--- src/design/mqlb_pkg.sv ---
// Shared types and constants for the multi-queue linked buffer.
package mqlb_pkg;

    localparam int DEF_POOL_DEPTH = 16;
    localparam int DEF_NUM_QUEUES = 8;
    localparam int DEF_DATA_WIDTH = 32;

    localparam int QID_W      = 3;
    localparam int DATA_IN_W  = 32;
    localparam int DATA_OUT_W = 32;
    localparam int S_TDATA_W  = 40;
    localparam int S_TUSER_W  = 1;
    localparam int M_TUSER_W  = 2;

    typedef enum logic {
        FUNC_ENQ = 1'b0,
        FUNC_DEQ = 1'b1
    } t_func;

    typedef enum logic [1:0] {
        ST_OK    = 2'd0,
        ST_FULL  = 2'd1,
        ST_EMPTY = 2'd2
    } t_status;

    // take an entry from / give an entry back to the free pool
    typedef struct packed {
        logic pop;
        logic push;
    } t_free_ctl;

endpackage

--- src/design/mqlb_ram.sv ---
// Generic single-write, single-read RAM with registered read data.
module mqlb_ram #(
    parameter int WIDTH  = 32,
    parameter int DEPTH  = 16,
    parameter int ADDR_W = $clog2(DEPTH)
) (
    input  logic              i_clk,
    input  logic              i_wr_en,
    input  logic [ADDR_W-1:0] i_wr_addr,
    input  logic [WIDTH-1:0]  i_wr_data,
    input  logic              i_rd_en,
    input  logic [ADDR_W-1:0] i_rd_addr,
    output logic [WIDTH-1:0]  o_rd_data
);

    logic [WIDTH-1:0] r_mem [DEPTH];
    logic [WIDTH-1:0] r_rd_data;

    always_ff @(posedge i_clk) begin
        if (i_wr_en) begin
            r_mem[i_wr_addr] <= i_wr_data;
        end
        if (i_rd_en) begin
            r_rd_data <= r_mem[i_rd_addr];
        end
    end

    assign o_rd_data = r_rd_data;

endmodule

--- src/design/mqlb_free_list.sv ---
// Free entry pool: never-used entries from a counter, recycled ones from a FIFO.
module mqlb_free_list #(
    parameter int POOL_DEPTH = mqlb_pkg::DEF_POOL_DEPTH,
    parameter int AW         = $clog2(POOL_DEPTH),
    parameter int CW         = $clog2(POOL_DEPTH + 1)
) (
    input  logic                i_clk,
    input  logic                i_rst_n,
    input  mqlb_pkg::t_free_ctl i_ctl,
    input  logic [AW-1:0]       i_push_idx,
    output logic [AW-1:0]       o_pop_idx
);

    localparam logic [AW-1:0] LAST_PTR = AW'(POOL_DEPTH - 1);

    logic [CW-1:0] r_fresh;
    logic [AW-1:0] r_rp;
    logic [AW-1:0] r_wp;
    logic          r_byp_valid;
    logic [AW-1:0] r_byp_idx;

    logic [CW-1:0] n_fresh;
    logic [AW-1:0] n_rp;
    logic [AW-1:0] n_wp;
    logic          n_byp_valid;

    logic          w_fresh_left;
    logic          w_pop_fifo;
    logic [AW-1:0] w_fifo_rdata;
    logic [AW-1:0] w_fifo_head;

    assign w_fresh_left = r_fresh < CW'(POOL_DEPTH);
    assign w_pop_fifo   = i_ctl.pop && !w_fresh_left;
    // write to the slot being read this cycle lands after the read; bypass it
    assign w_fifo_head  = r_byp_valid ? r_byp_idx : w_fifo_rdata;
    assign o_pop_idx    = w_fresh_left ? AW'(r_fresh) : w_fifo_head;

    always_comb begin
        n_fresh = r_fresh;
        n_rp    = r_rp;
        n_wp    = r_wp;
        if (i_ctl.pop && w_fresh_left) begin
            n_fresh = r_fresh + CW'(1);
        end
        if (w_pop_fifo) begin
            n_rp = (r_rp == LAST_PTR) ? '0 : r_rp + AW'(1);
        end
        if (i_ctl.push) begin
            n_wp = (r_wp == LAST_PTR) ? '0 : r_wp + AW'(1);
        end
        n_byp_valid = i_ctl.push && (r_wp == n_rp);
    end

    always_ff @(posedge i_clk) begin
        if (!i_rst_n) begin
            r_fresh     <= '0;
            r_rp        <= '0;
            r_wp        <= '0;
            r_byp_valid <= 1'b0;
        end else begin
            r_fresh     <= n_fresh;
            r_rp        <= n_rp;
            r_wp        <= n_wp;
            r_byp_valid <= n_byp_valid;
        end
        r_byp_idx <= i_push_idx;
    end

    mqlb_ram #(
        .WIDTH  (AW),
        .DEPTH  (POOL_DEPTH),
        .ADDR_W (AW)
    ) u_fifo_ram (
        .i_clk     (i_clk),
        .i_wr_en   (i_ctl.push),
        .i_wr_addr (r_wp),
        .i_wr_data (i_push_idx),
        .i_rd_en   (1'b1),
        .i_rd_addr (n_rp),
        .o_rd_data (w_fifo_rdata)
    );

endmodule

--- src/design/multi_queue_linked_buffer_core.sv ---
// Top level: several FIFO queues kept as linked chains in one shared entry pool.
// Path: an accepted input beat is held in the input register, and its result in the result
// register, from which the result handshake is made.
// Throughput: one beat per cycle unless the result is stalled; a dequeue's next-head link is
// forwarded from the link RAM read port so back-to-back operations on one queue keep full rate.
// Reset (synchronous): all queues empty, whole pool free; no RAM clearing pass.
module multi_queue_linked_buffer_core #(
    parameter int POOL_DEPTH = mqlb_pkg::DEF_POOL_DEPTH,
    parameter int NUM_QUEUES = mqlb_pkg::DEF_NUM_QUEUES,
    parameter int DATA_WIDTH = mqlb_pkg::DEF_DATA_WIDTH
) (
    input  logic                               i_clk,
    input  logic                               i_rst_n,
    input  logic                               s_axis_tvalid,
    output logic                               s_axis_tready,
    input  logic [mqlb_pkg::S_TDATA_W-1:0]     s_axis_tdata,  // queue_id[2:0], data[34:3]
    input  logic [mqlb_pkg::S_TUSER_W-1:0]     s_axis_tuser,  // func[0]
    output logic                               m_axis_tvalid,
    input  logic                               m_axis_tready,
    output logic [mqlb_pkg::DATA_OUT_W-1:0]    m_axis_tdata,  // data_out[31:0]
    output logic [mqlb_pkg::M_TUSER_W-1:0]     m_axis_tuser   // status[1:0]
);

    localparam int AW  = $clog2(POOL_DEPTH);
    localparam int CW  = $clog2(POOL_DEPTH + 1);
    localparam int QIW = (NUM_QUEUES > 1) ? $clog2(NUM_QUEUES) : 1;

    // input register
    logic                          r_in_valid;
    mqlb_pkg::t_func               r_in_func;
    logic [mqlb_pkg::QID_W-1:0]    r_in_qid;
    logic [DATA_WIDTH-1:0]         r_in_data;

    // queue state
    logic [AW-1:0]         r_head [NUM_QUEUES];
    logic [AW-1:0]         r_tail [NUM_QUEUES];
    logic [NUM_QUEUES-1:0] r_nonempty;
    logic [CW-1:0]         r_free_count;
    logic                  r_pend_valid;
    logic [QIW-1:0]        r_pend_q;

    logic [AW-1:0]         n_head [NUM_QUEUES];
    logic [AW-1:0]         n_tail [NUM_QUEUES];
    logic [NUM_QUEUES-1:0] n_nonempty;
    logic [CW-1:0]         n_free_count;
    logic                  n_pend_valid;

    // result register
    logic                  r_out_valid;
    mqlb_pkg::t_status     r_out_status;
    logic                  r_out_take;

    logic                  w_commit;
    logic                  w_q_ok;
    logic [QIW-1:0]        w_qi;
    logic [AW-1:0]         w_head_q;
    logic [AW-1:0]         w_tail_q;
    logic                  w_ne_q;
    logic                  w_enq_ok;
    logic                  w_deq_ok;
    mqlb_pkg::t_status     w_status;
    logic [AW-1:0]         w_alloc;
    logic [AW-1:0]         w_link_rdata;
    logic [DATA_WIDTH-1:0] w_data_rdata;
    mqlb_pkg::t_free_ctl   w_free_ctl;

    assign w_commit      = r_in_valid && (!r_out_valid || m_axis_tready);
    assign s_axis_tready = !r_in_valid || w_commit;

    assign w_q_ok   = 32'(r_in_qid) < 32'(NUM_QUEUES);
    assign w_qi     = QIW'(r_in_qid);
    // head of a queue dequeued last cycle is still in flight from the link RAM
    assign w_head_q = (r_pend_valid && r_pend_q == w_qi) ? w_link_rdata : r_head[w_qi];
    assign w_tail_q = r_tail[w_qi];
    assign w_ne_q   = r_nonempty[w_qi];

    always_comb begin
        w_enq_ok = 1'b0;
        w_deq_ok = 1'b0;
        w_status = mqlb_pkg::ST_OK;
        unique case (r_in_func)
            mqlb_pkg::FUNC_ENQ: begin
                w_enq_ok = w_q_ok && (r_free_count != '0);
                w_status = w_enq_ok ? mqlb_pkg::ST_OK : mqlb_pkg::ST_FULL;
            end
            mqlb_pkg::FUNC_DEQ: begin
                w_deq_ok = w_q_ok && w_ne_q;
                w_status = w_deq_ok ? mqlb_pkg::ST_OK : mqlb_pkg::ST_EMPTY;
            end
            default: begin
                w_status = mqlb_pkg::ST_OK;
            end
        endcase
    end

    assign w_free_ctl.pop  = w_commit && w_enq_ok;
    assign w_free_ctl.push = w_commit && w_deq_ok;

    always_comb begin
        n_head       = r_head;
        n_tail       = r_tail;
        n_nonempty   = r_nonempty;
        n_free_count = r_free_count;
        n_pend_valid = 1'b0;
        if (r_pend_valid) begin
            n_head[r_pend_q] = w_link_rdata;
        end
        if (w_commit && w_enq_ok) begin
            n_tail[w_qi]  = w_alloc;
            n_free_count  = r_free_count - CW'(1);
            if (!w_ne_q) begin
                n_head[w_qi]     = w_alloc;
                n_nonempty[w_qi] = 1'b1;
            end
        end
        if (w_commit && w_deq_ok) begin
            if (w_head_q == w_tail_q) begin
                n_nonempty[w_qi] = 1'b0;
            end else begin
                n_pend_valid = 1'b1;
            end
            if (r_free_count < CW'(POOL_DEPTH)) begin
                n_free_count = r_free_count + CW'(1);
            end
        end
    end

    always_ff @(posedge i_clk) begin
        if (!i_rst_n) begin
            r_in_valid   <= 1'b0;
            r_nonempty   <= '0;
            r_free_count <= CW'(POOL_DEPTH);
            r_pend_valid <= 1'b0;
            r_pend_q     <= '0;
            r_out_valid  <= 1'b0;
            r_out_status <= mqlb_pkg::ST_OK;
            r_out_take   <= 1'b0;
            for (int i = 0; i < NUM_QUEUES; i++) begin
                r_head[i] <= '0;
                r_tail[i] <= '0;
            end
        end else begin
            if (s_axis_tready) begin
                r_in_valid <= s_axis_tvalid;
            end
            r_head       <= n_head;
            r_tail       <= n_tail;
            r_nonempty   <= n_nonempty;
            r_free_count <= n_free_count;
            r_pend_valid <= n_pend_valid;
            if (n_pend_valid) begin
                r_pend_q <= w_qi;
            end
            if (w_commit) begin
                r_out_valid  <= 1'b1;
                r_out_status <= w_status;
                r_out_take   <= w_deq_ok;
            end else if (m_axis_tready) begin
                r_out_valid <= 1'b0;
            end
        end
    end

    // input payload
    always_ff @(posedge i_clk) begin
        if (s_axis_tready && s_axis_tvalid) begin
            r_in_func <= mqlb_pkg::t_func'(s_axis_tuser[0]);
            r_in_qid  <= s_axis_tdata[mqlb_pkg::QID_W-1:0];
            r_in_data <= DATA_WIDTH'(s_axis_tdata[mqlb_pkg::QID_W +: mqlb_pkg::DATA_IN_W]);
        end
    end

    mqlb_free_list #(
        .POOL_DEPTH (POOL_DEPTH),
        .AW         (AW),
        .CW         (CW)
    ) u_free_list (
        .i_clk      (i_clk),
        .i_rst_n    (i_rst_n),
        .i_ctl      (w_free_ctl),
        .i_push_idx (w_head_q),
        .o_pop_idx  (w_alloc)
    );

    mqlb_ram #(
        .WIDTH  (AW),
        .DEPTH  (POOL_DEPTH),
        .ADDR_W (AW)
    ) u_link_ram (
        .i_clk     (i_clk),
        .i_wr_en   (w_commit && w_enq_ok && w_ne_q),
        .i_wr_addr (w_tail_q),
        .i_wr_data (w_alloc),
        .i_rd_en   (w_commit && w_deq_ok),
        .i_rd_addr (w_head_q),
        .o_rd_data (w_link_rdata)
    );

    mqlb_ram #(
        .WIDTH  (DATA_WIDTH),
        .DEPTH  (POOL_DEPTH),
        .ADDR_W (AW)
    ) u_data_ram (
        .i_clk     (i_clk),
        .i_wr_en   (w_commit && w_enq_ok),
        .i_wr_addr (w_alloc),
        .i_wr_data (r_in_data),
        .i_rd_en   (w_commit && w_deq_ok),
        .i_rd_addr (w_head_q),
        .o_rd_data (w_data_rdata)
    );

    assign m_axis_tvalid = r_out_valid;
    assign m_axis_tdata  = r_out_take ? mqlb_pkg::DATA_OUT_W'(w_data_rdata) : '0;
    assign m_axis_tuser  = r_out_status;

`ifndef NO_ASSERTIONS
    a_free_count_range: assert property (@(posedge i_clk) disable iff (!i_rst_n)
        r_free_count <= CW'(POOL_DEPTH))
        else $error("free count above pool depth");

    a_pend_nonempty: assert property (@(posedge i_clk) disable iff (!i_rst_n)
        r_pend_valid |-> r_nonempty[r_pend_q])
        else $error("pending head fix on an empty queue");

    a_data_held: assert property (@(posedge i_clk) disable iff (!i_rst_n)
        r_out_valid && !m_axis_tready |=> $stable(w_data_rdata))
        else $error("dequeued data changed while result stalled");

    a_enq_sets_nonempty: assert property (@(posedge i_clk) disable iff (!i_rst_n)
        w_commit && w_enq_ok |=> r_nonempty[$past(w_qi)])
        else $error("queue empty after successful enqueue");
`endif

endmodule
--- config.mk ---
export PLATFORM = sky130hd
export DESIGN_NAME = multi_queue_linked_buffer_core
export DESIGN_NICKNAME = d
export VERILOG_FILES = /design/src/design/mqlb_pkg.sv /design/src/design/mqlb_ram.sv /design/src/design/mqlb_free_list.sv /design/src/design/multi_queue_linked_buffer_core.sv
export SDC_FILE = /design/constraint.sdc
export NUM_CORES = 1
export LEC_CHECK = 0
export ABC_AREA = 1
export BUFFER_PORTS_ARGS = -buffer_cell sky130_fd_sc_hd__buf_4
export CAP_MARGIN = 20
export CORE_MARGIN = 10
export CORE_UTILIZATION = 45
export DETAILED_ROUTE_END_ITERATION = 16
export HOLD_SLACK_MARGIN = 0.08
export PLACE_DENSITY = 0.6
export SYNTH_ARGS = -nofsm -noshare
export SYNTH_HDL_FRONTEND = slang
export SYNTH_SLANG_ARGS = --single-unit
--- constraint.sdc ---
create_clock -name i_clk -period 7.95 [get_ports i_clk]
set_input_delay 0 -clock i_clk [delete_from_list [all_inputs] [get_ports i_clk]]
set_output_delay 0 -clock i_clk [all_outputs]
set_load 0.03 [all_outputs]
# == After elaboration in Yosys (flattened, before gate mapping) ==
# Memory sizes are Yosys's and may differ from the RTL's. A register that Yosys moved wholly into a read port is not among the register bits.
# Cells that the tools add are included.
# word_totals
wordCells,127
ramBits,640
reg_bits,140
out_inout_bits,36
mem_count,3
# memory_table
name,words,width,read_ports,rd_clocked_by_memory_dff,wr,line,source
u_data_ram.r_mem,16,32,1,1,1,mqlb_ram.sv:16,logic [WIDTH-1:0] r_mem [DEPTH];
u_free_list.u_fifo_ram.r_mem,16,4,1,1,1,mqlb_ram.sv:16,
u_link_ram.r_mem,16,4,1,1,1,mqlb_ram.sv:16,
# classes
add_sub_neg,5
n_lt_le_gt_ge,8
n_eq_ne,5
n_bitwise,6
reduce_logical,19
muxes,49
# ops
operator,n
$mux 32,4
$bwmux 32,3
$mux 4,12
$mux 8,4
$bmux 4 s3,2
$demux 4 s3,2
$mux 1,15
$mux 5,3
$logic_and 1x1->1,12
$add 5x1->5 const B,2
$lt 5x5->1 const B,2
$add 4x1->4 const B,2
$and 8x8->8,1
$eq 4x4->1,2
$eq 4x4->1 const B,2
$ge 4x4->1 const B,2
$lt 4x1->1 const B,2
$not 3->4,2
$not 8->8,1
$or 8x8->8,1
$reduce_bool 5->1,1
$sub 5x1->5 const B,1
$lt 3x4->1 const B,1
$pmux 2 s2,1
9 further kinds,12

# == Longest topological paths before layout ==
# logic_depth
word_depth,10
depth_mapped,18
depth_no_buf,16

# == Modules after synthesis ==
# From an unflattened synthesis, not the netlist that was laid out.
# hier_totals
hier_cells,3654
hier_area_um2,36093.4
# modules_own_cells
mod,cells_each,instances,area_per_inst_um2
mqlb_ram (u_data_ram),2120,1,23050.9
multi_queue_linked_buffer_core,832,1,6169.7
mqlb_ram (u_free_list.u_fifo_ram ...),290,2,3006.6
mqlb_free_list,122,1,859.6

# == Least setup slack after synthesis ==
# OpenSTA, ideal clock, no wires.
# synth_timing
path_kind,flip-flop to flip-flop
from,register r_free_count[0]
to,"memory u_data_ram.r_mem[15][0], enable pin"
slack_ps,4551
setup_time_ps,421
path_buffers,2
path_stages_with_launch,10
arrival_time_ps,2978
required_time_ps,7529
period_less_slack_ps,3399
cell_sequence,dfxtp_1 -> inv_1 -> ha_1 -> nand3_1 -> nor2_1 -> nor2_4 -> buf_4 -> clkbuf_1 -> nand3_1 -> nor2_1
# synth_between
elab_chain_len,5
# synth_lines
item,line,source
from (decl),multi_queue_linked_buffer_core.sv:38,logic [CW-1:0] r_free_count;
from (signal assigned),multi_queue_linked_buffer_core.sv:132,r_free_count <= CW'(POOL_DEPTH);
from (signal assigned),multi_queue_linked_buffer_core.sv:149,r_free_count <= n_free_count;
$reduce_bool 5->1,multi_queue_linked_buffer_core.sv:83,w_enq_ok = w_q_ok && (r_free_count != '0);
$mux 1,multi_queue_linked_buffer_core.sv:81,unique case (r_in_func)
$logic_and 1x1->1,multi_queue_linked_buffer_core.sv:205,".i_wr_en (w_commit && w_enq_ok),"
$mux 1,mqlb_ram.sv:20,if (i_wr_en) begin
$mux 1 (implied by the code),mqlb_ram.sv:21,r_mem[i_wr_addr] <= i_wr_data;
to (decl),mqlb_ram.sv:16,
# No other way between the ends.

# == Worst setup path after layout ==
# layout_timing
from,register r_in_qid[0] in the netlist's numbering
to,"register u_data_ram.r_rd_data[14] (netlist: u_data_ram.o_rd_data[14]), read port of u_data_ram.r_mem, data pin"
# layout_between
elab_chain_len,5
# layout_lines
item,line,source
from (decl),multi_queue_linked_buffer_core.sv:31,logic [mqlb_pkg::QID_W-1:0] r_in_qid;
from (signal assigned),multi_queue_linked_buffer_core.sv:168,r_in_qid <= s_axis_tdata[mqlb_pkg::QID_W-1:0];
$not 3->4 (implied by the code),multi_queue_linked_buffer_core.sv:73,assign w_head_q = (r_pend_valid && r_pend_q == w_qi) ? w_link_rdata : r_head[w_qi];
$bmux 4 s3,multi_queue_linked_buffer_core.sv:73,
$mux 4 (implied by the code) (2 in a row),multi_queue_linked_buffer_core.sv:73,
$mux 4,multi_queue_linked_buffer_core.sv:73,
to (decl),mqlb_ram.sv:17,logic [WIDTH-1:0] r_rd_data;
# Parallel ways exist; a longest one is shown, timed or not. The select of a mux whose other input is x is not followed.
# A chain may end at the register's enable or synchronous reset.

==> run metrics <==
run status complete, no violations; die width 296.0 µm; critical-path cell list buf_4, nand2_1, nand3_1, nand2_1, nor2_1, nand2_1, nand2_8, buf_4, buf_4, a21oi_1, o21ai_1, nand3_1, nand3_1, nand2_1; count of antenna diodes in the layout 0; CTS Buf Count 86; maximum single-stage delay on the critical path 0.88 ns; Critical Path Start r_in_qid[0]; cell repeated most along the worst path sky130_fd_sc_hd__nand2_1; number of design rule violations left after detail routing 0; launch instance of the worst register-to-register path r_in_qid[0]; maximum count of clock buffers along a single path 3; worst hold path cell count 2; worst-case hold slack 0.1194 ns; number of vias per cell after detailed routing 5.341; wire length of the first global-routing pass 126.6 mm; worst setup skew after layout 0.03339 ns; internal power 7.039 mW; top-area cell type share of the netlist area 62.39%; clk_lat worst skew 0.65 ns; final clock period utilization by the worst path 63.55%; path category of the worst min-delay check primary input to flop; TritonCTS clock tree yes; pin count of the biggest net entering global routing 262; initial detailed-routing violation count 2,169; worst-case reg-to-reg path depth 14; netlist area before placement 34,270 µm²; maxcap violations 0; initial antenna violation count 0; First-pass DRT Iterations 5; grt total ovfl 0; Core Area 75,700 µm²; syn_area_per_cell 10.87 µm²; top cell type by total area after synthesis sky130_fd_sc_hd__edfxtp_1; number of distinct library cells after synthesis 37; critical path's top delay family buffers and inverters; starting density of the core 45.28%; post-cts resize count 0; cell row count 101; async set-or-reset flop fraction in the synthesized netlist 0%; count of state elements after synthesis 820; cell at the slowest stage of the critical path sky130_fd_sc_hd__buf_4; overall routing resource usage 18.78%; Power per Cell Area 234.7 nW/µm²; cell total after placement 4,079; endpoints failing setup 0; post-route ant nets 0; Post-Synthesis Net Count 3,207; number of synthesized flops with an enable pin 712; crit path DAT 5.45 ns; top flip-flop cell by instance count after synthesis sky130_fd_sc_hd__edfxtp_1; required time of the critical path 8.35 ns; overall power consumption 9.154 mW; hold path start s_axis_tdata[28]; H-tree Lvls 3; setup repair after global routing missed its margin false; nature of the critical path endpoint flop; fraction of power consumed by sequential logic 52.0%; part of the power in the clock network 41.6%; ratio of cells with drive above 1 in the final layout 8.571%; Final Hold Violating Endpoints 0; normalized max-slew margin 23.83%; height of the chip 296.0 µm; vias after detailed routing 22,980; yosys synthesis warning count 0; global placement routability congestion 0.8621; reported net switching power 2.115 mW; Worst Max-Slew Pin Slew 1.143 ns; Reg2Reg Capture Point u_data_ram.o_rd_data[14]; vias in the first global route 21,800; time the final worst path needs with I/O delays and setup 5.052 ns; type of the setup path with the least slack flop to flop; Buf+Inv Stages, Crit Path 3; Final TNS setup 0 ns; top post-synthesis cells by area sky130_fd_sc_hd__edfxtp_1 (62%), sky130_fd_sc_hd__nand2_1 (8.8%), sky130_fd_sc_hd__dfxtp_1 (6.3%); switching power share of the total 23.10%; Clock transition at path regs 0.06 ns; Buffers on Ports 75; fraction of the core area covered by cells at the end of the flow 51.52%; P_leak 15.03 nW; worst ir drop on vdd 0.1485 mV; Area growth, synth to finish 13.79%; count of boundary I/O pins 81; category of the worst setup path launch point flop; largest fanout on the critical path 82; sequential-to-total area share from yosys stat 68.69%; total wirelength of the detailed-routed design 83.21 mm; total count of max-transition violations in the final report 0; Hold Path End r_in_data[25]; HPWL after detailed placement 43.06 mm; Clock Sinks 820; WL per Instance 19.34 µm; Synth Instances 3,154; count of nets after finishing 3,311; Max Clk Rate 197.9 MHz; DIE AREA 87,600 µm²; post-route non-filler standard cell count 4,303; register-to-register setup slack 2.90 ns; Comb pwr share 6.4%; Root Driver sky130_fd_sc_hd__clkbuf_16
## registers in the layout, summed over array words and instances, names as in the netlist, 5 cells and up
name                          cells
u_free_list.u_fifo_ram.r_mem     64
r_in_data                        32
u_data_ram.r_mem                512
r_free_count                      5
u_free_list.r_fresh               5
r_head                           32
u_link_ram.r_mem                 64
r_nonempty                        8
u_data_ram.o_rd_data             32
r_tail                           32
## worst reg2reg max path, delay by kind of cell (launching register included)
family | cells | cell delay [ns]
compound gates | 2 | 0.24
buf+inv | 3 | 2.24
flops | 1 | 0.87
simple gates | 9 | 1.46
## power groups by stage
stage	sequential, mW	clock (mW)	combinational (mW)
2_1_floorplan	4.84	0	0.413
3_3_place_gp	4.85	0	0.547
3_5_place_dp	4.85	0	0.560
4_1_cts	4.76	3.88	0.588
5_1_grt	4.77	4.06	0.654
6_report	4.76	3.81	0.583
## stage by stage
step           setup WS [ns]  area (µm²)
5_1_grt                2.586       39000
6_report               2.898       39000
4_1_cts                2.993       39000
3_5_place_dp           3.006       35640
3_3_place_gp           3.042       35640
2_1_floorplan          4.551       34270
## how the worst max path moves through the flow
stage,end,depth (start not counted)
6_report,u_data_ram.o_rd_data[14],14
5_1_grt,u_data_ram.o_rd_data[16],14
4_1_cts,u_data_ram.o_rd_data[13],14
3_5_place_dp,u_data_ram.o_rd_data[13],14
3_3_place_gp,u_data_ram.o_rd_data[13],14
2_1_floorplan,u_data_ram.r_mem[15][0],9
## cell usage in the layout, fill, tap and decap left out, types with 4 or more instances in the layout
cell type	netlist	final
sky130_fd_sc_hd__nand2_1	806	804
sky130_fd_sc_hd__edfxtp_1	712	712
sky130_fd_sc_hd__inv_1	370	368
sky130_fd_sc_hd__nand3_1	308	308
sky130_fd_sc_hd__o211ai_1	146	146
sky130_fd_sc_hd__nor2_1	159	143
sky130_fd_sc_hd__a21oi_1	123	123
sky130_fd_sc_hd__buf_4	11	109
sky130_fd_sc_hd__dfxtp_1	108	107
sky130_fd_sc_hd__o21ai_0	102	102
sky130_fd_sc_hd__clkbuf_16	0	86
sky130_fd_sc_hd__dlygate4sd3_1	0	69
sky130_fd_sc_hd__a211oi_1	61	61
sky130_fd_sc_hd__o21ai_1	36	34
sky130_fd_sc_hd__clkbuf_1	29	23
sky130_fd_sc_hd__nor2_4	3	19
sky130_fd_sc_hd__clkinv_2	0	19
sky130_fd_sc_hd__clkinv_1	1	14
sky130_fd_sc_hd__inv_2	10	10
sky130_fd_sc_hd__ha_1	8	8
sky130_fd_sc_hd__nand2_2	6	6
sky130_fd_sc_hd__nand4_1	6	6
sky130_fd_sc_hd__nor3_1	4	4
sky130_fd_sc_hd__xor2_1	4	4
sky130_fd_sc_hd__inv_16	0	4
## cell families (layout without fill, tap and decap cells)
kind of cell | count (synthesis) | count (layout) | share of synthesized area (%)
buffers and inverters | 545 | 716 | 6.703
AOI/OAI and AO/OA | 473 | 473 | 8.466
adders and majority gates | 8 | 8 | 0.2921
and+or+nand+nor | 1302 | 1302 | 15.67
DFF | 820 | 820 | 68.69
xor gates and xnor gates | 6 | 6 | 0.1752
## cell usage after synthesis, types with 11 or more instances
cell and instances:
sky130_fd_sc_hd__o211ai_1 146, sky130_fd_sc_hd__edfxtp_1 712, sky130_fd_sc_hd__buf_4 11, sky130_fd_sc_hd__buf_2 106, sky130_fd_sc_hd__a21oi_1 123, sky130_fd_sc_hd__inv_1 370, sky130_fd_sc_hd__nand3_1 308, sky130_fd_sc_hd__nand2_1 806
sky130_fd_sc_hd__clkbuf_1 29, sky130_fd_sc_hd__a211oi_1 61, sky130_fd_sc_hd__o21ai_0 102, sky130_fd_sc_hd__dfxtp_1 108, sky130_fd_sc_hd__o21ai_1 36, sky130_fd_sc_hd__nor2_1 159
## timing repair
item / in CTS / in global routing
hold endpoints to repair: 81 / 0
hold buffers: 69 / 0
buffers inserted: 0 / 0
## per-layer routing
layer	track usage (%)	wire, µm	vias to the layer above
met5	0	0	-
met4	5.630	2075	0
met3	2.769	4710	149
met2	31.03	39520	682
met1	25.47	36910	11130
li1	-	-	11020
## final cells by class
class	count	area, µm²
clock inverter	43	382.9
inverter	382	1439
tap	978	1224
fill	6575	36700
clock buffer	112	2280
timing repair buffer	179	1529
sequential	820	23540
multi-input combinational	1789	8598
No activity file was read; power rests on OpenSTA's default activity.
